$ cat src/rtl/mflg_ram.sv
// Generic single-write, single-read memory with a registered read port.
module mflg_ram #(
   parameter int WIDTH = 8,
   parameter int DEPTH = 16
) (
   input  logic                     clock,
   input  logic                     we,
   input  logic [$clog2(DEPTH)-1:0] waddr,
   input  logic [WIDTH-1:0]         wdata,
   input  logic                     re,
   input  logic [$clog2(DEPTH)-1:0] raddr,
   output logic [WIDTH-1:0]         rdata
);

   logic [WIDTH-1:0] mem [DEPTH];

   always_ff @(posedge clock) begin
      if (we) begin
         mem[waddr] <= wdata;
      end
      if (re) begin
         rdata <= mem[raddr];
      end
   end

endmodule

$ cat config.mk
export PLATFORM = sky130hd
export DESIGN_NAME = mflg_ram
export DESIGN_NICKNAME = d
export VERILOG_FILES = /design/src/rtl/mflg_ram.sv
export SDC_FILE = /design/constraint.sdc
export NUM_CORES = 1
export LEC_CHECK = 0
export ABC_AREA = 1
export BUFFER_PORTS_ARGS = -buffer_cell sky130_fd_sc_hd__buf_2
export CORE_MARGIN = 2
export CORE_UTILIZATION = 60
export CTS_BUF_LIST = sky130_fd_sc_hd__clkbuf_4 sky130_fd_sc_hd__clkbuf_8 sky130_fd_sc_hd__clkbuf_16
export DETAILED_ROUTE_END_ITERATION = 6
export GPL_TIMING_DRIVEN = 0
export PLACE_DENSITY = 0.89
export SYNTH_ARGS = -nofsm -noshare
export SYNTH_HDL_FRONTEND = slang
export SYNTH_SLANG_ARGS = --single-unit
$ cat constraint.sdc
create_clock -name clock -period 2.8 [get_ports clock]
set_clock_uncertainty 0.1 [all_clocks]
set_input_delay 0.84 -clock clock [delete_from_list [all_inputs] [get_ports clock]]
set_output_delay 0.84 -clock clock [all_outputs]
set_load 0.005 [all_outputs]
Word-level counts from Yosys, hierarchy flattened
Memory sizes are Yosys's and may differ from the RTL's. A register that Yosys moved wholly into a read port is not among the register bits.
Index checks and enable logic that the tools add are counted.
Cells by class
  muxes and demuxes: 2
Operators with widths (count)
  $mux 1: 2
Storage, ports and cells
  register bits: 0
  bits in writable memories: 128
  output and inout bits: 8
  word-level logic and storage cells: 3
  memories kept: 1
Memories
  mem: depth 16, bits a word 8, read ports 1, clocked after memory_dff 1, write ports 1, RTL line 15  | logic [WIDTH-1:0] mem [DEPTH];

Longest topological paths before layout
  word-level depth: 2
  depth in mapped cells: 8

Least setup slack after synthesis
Ideal clock, no wire load.
  path kind: input -> register
  start: in waddr[2]
  end: mem mem[10][0], enable pin
  arrival: 1421 ps
  data required time: 2330 ps
  setup slack: 909 ps
  cell stages on the path: 2
  cell sequence: nand3b_1 nor2_1
RTL lines
  start, declared: RTL line 8  | input logic [$clog2(DEPTH)-1:0] waddr,
  end, declared: RTL line 15
No word-level cell before the write port.

Final worst setup path
  start: reg rdata[3], read port of mem
  end: out rdata[3]
RTL lines
  start, declared: RTL line 12  | output logic [WIDTH-1:0] rdata
No word-level cell between the ends.

==> impl_metrics.py <==
metrics = {
    "outcome": {
        "status": "completed",
    },
    "logic_synthesis": {
        "synthMuxAreaShare_pct": 0,
        "synth_fp_nets": 570,
        "synth-adder-area-share_pct": 0,
        "synth_flop_cell": "edfxtp_1",
        "synth_edf_count": 136,
        "syn_avg_cell_area_um2": 10.6,
        "yosys.area_share.simple_pct": 20.8,
        "yosys.area.top_type": "edfxtp_1",
        "netlist_instances": 551,
        "synth_warnings": 0,
        "synth_area_um2": 5850,
        "synthTopCellsByArea": "edfxtp_1, nand2_1, nand3_1",
        "synth_xor_area_share_pct": 0,
        "synth_compound_area_share_pct": 0,
        "ys_top_cells_by_count": "nand2_1, edfxtp_1, inv_1",
        "synth_top_area_share_pct": 69.8,
        "ys_types": 11,
        "synth_top_family_by_area": "simple AND/OR/NAND/NOR gates",
        "synth-seq-area-share_pct": 69.8,
        "synth.most_common_cell": "nand2_1",
        "async_flop_share_pct": 0,
        "synth_seq_cells": 136,
    },
    "clock_network": {
        "numClockSinks": 136,
        "cts.clk_slew.worst_paths_ns": 0.06,
        "post_cts_buffers": 0,
        "cts_tree": "yes",
        "cts_buffers": 17,
        "h-tree-depth": 4,
        "cts_buffer_depth": 2,
        "worst_skew_pair.late_latency_ns": 0.54,
        "holdBufCountCts": 0,
        "cts_resized": 0,
        "clockRootBuffer": "clkbuf_8",
    },
    "worst_setup_path": {
        "cp_top_family": "flip-flops",
        "critPathSlowestCell": "edfxtp_1",
        "critical_path_class": "reg2out",
        "cp_num_buf_inv": 1,
        "cp_slowest_stage_delay_ns": 0.36,
        "worstPathCellList": "buf_2",
        "cp.arrival_ns": 1.03,
        "cp_data_required_time_ns": 1.86,
        "start_kind": "register",
        "crit_path_end_kind": "output port",
        "reg2reg_slack_ns": 1.50,
        "cp_max_fo": 1,
    },
    "route": {
        "drc": 0,
        "drt-wirelength-per-cell_um": 19.5,
        "num_vias": 4207,
        "antenna_left": 0,
        "viasPerCell": 5.69,
        "drt_pass1_iterations": 6,
        "drt-initial-drc-count": 574,
        "top_layer": "met4",
        "wl_met1_mm": 5.53,
        "met2WireLength_mm": 6.94,
        "totalWireLength_mm": 14.4,
        "route.met3.wl_mm": 1.56,
    },
    "die": {
        "die_area_um2": 10600,
        "start_util_pct": 60.9,
        "die_w_um": 103,
        "coreArea_um2": 9590,
        "io_pins": 27,
        "num_rows": 36,
        "die-height_um": 103,
    },
    "sta": {
        "setup_viol": 0,
        "final-max-slew-violation-count": 0,
        "rsz0062_at_grt": "no",
        "hold_violations": 0,
        "worst_pin_slew_ns": 1.05,
        "maxSlewHeadroom_pct": 29.5,
        "worst_slack_ns": 0.827,
        "fin_crit_ns": 1.97,
        "post-route-period-util_pct": 70.5,
        "fmax_mhz": 507,
        "hold_ws_ns": 0.524,
        "tns_ns": 0,
    },
    "cells_and_area": {
        "area.sequential_um2": 4080,
        "final_cells": 739,
        "n_antenna_cell": 0,
        "synthToLayoutAreaGrowth_pct": 14.2,
        "final_nets": 612,
        "drive_gt1_share_pct": 12.9,
        "multi_input_area_um2": 1210,
        "final_util_pct": 69.6,
        "fillCellCount": 647,
    },
    "placed_design": {
        "dp_worst_setup_slack_ns": 0.368,
        "post-place-cells": 707,
        "hpwl_mm": 8.89,
        "gp_congestion": 0.956,
        "port-buffer-count": 23,
    },
    "grt": {
        "gr-total-overflow": 0,
        "antenna_found_initial": 0,
        "grt_pass1_vias": 4077,
        "grt_max_degree": 17,
        "track_usage_pct": 29.8,
        "grt_pass1_wl_mm": 22.1,
    },
    "power_and_ir_drop": {
        "p_per_area_nw_per_um2": 702,
        "leakage_nw": 2.89,
        "peakVddDrop_mv": 0.406,
    },
    "run": {
        "cap_violations": 0,
    },
    "worst_hold_path": {
        "hp-class": "in2reg",
    },
}
==> layout by cell type (no fill, tap or decap), drive strengths merged <==
master and n:
nand2 173, edfxtp 136, inv 102, nand3 97
buf 47, nor2 17, clkbuf 17, clkinv 9
clkinvlp 4, nand3b 2, bufinv 2
==> worst paths after layout <==
path	start	depth (start not counted)	endpoint
min	re	1	rdata[6]
max reg2reg	mem[10][4]	6	rdata[4]
max	rdata[3]	1	rdata[3]
min reg2reg	mem[6][7]	6	rdata[7]
==> state kept, by name, summed over array words and instances, names as in the netlist <==
| signal | flops |
|---|---|
| mem | 128 |
| rdata | 8 |
==> cell families (layout without fill, tap and decap cells) <==
group / Yosys count / count (layout)
buf+inv: 126 / 181
flops: 136 / 136
simple gates: 289 / 289
==> power by group <==
| group | internal, W | switching, W | total [W] |
|---|---|---|---|
| clock | 0.00125 | 0.000837 | 0.00208 |
| sequential | 0.00229 | 0.0000116 | 0.00231 |
| combinational | 0.0000855 | 0.000213 | 0.000299 |
==> layout make-up <==
type | instances | share of cell area, %
Clock buffer | 17 | 6.20
Buffer | 24 | 2.49
Timing Repair Buffer | 23 | 1.72
Tap cell | 133 | 2.49
Inverter | 102 | 5.73
Clock inverter | 15 | 2.04
Sequential cell | 136 | 61.1
Multi-Input combinational cell | 289 | 18.2
==> metrics by stage <==
step / power [W] / area (um^2)
4_1_cts: 0.00467 / 6680
5_1_grt: 0.00479 / 6680
3_5_place_dp: 0.00263 / 6130
6_report: 0.00469 / 6680
3_3_place_gp: 0.00262 / 6130
2_1_floorplan: 0.00251 / 5850
==> metal layers <==
| layer | vias up | GRT usage, % |
|---|---|---|
| li1 | 1872 | - |
| met1 | 1990 | 41.1 |
| met2 | 299 | 45.8 |
| met3 | 46 | 7.46 |
| met4 | 0 | 12.3 |
| met5 | - | 0 |
Note: power is estimated with default switching activity, not from simulation.
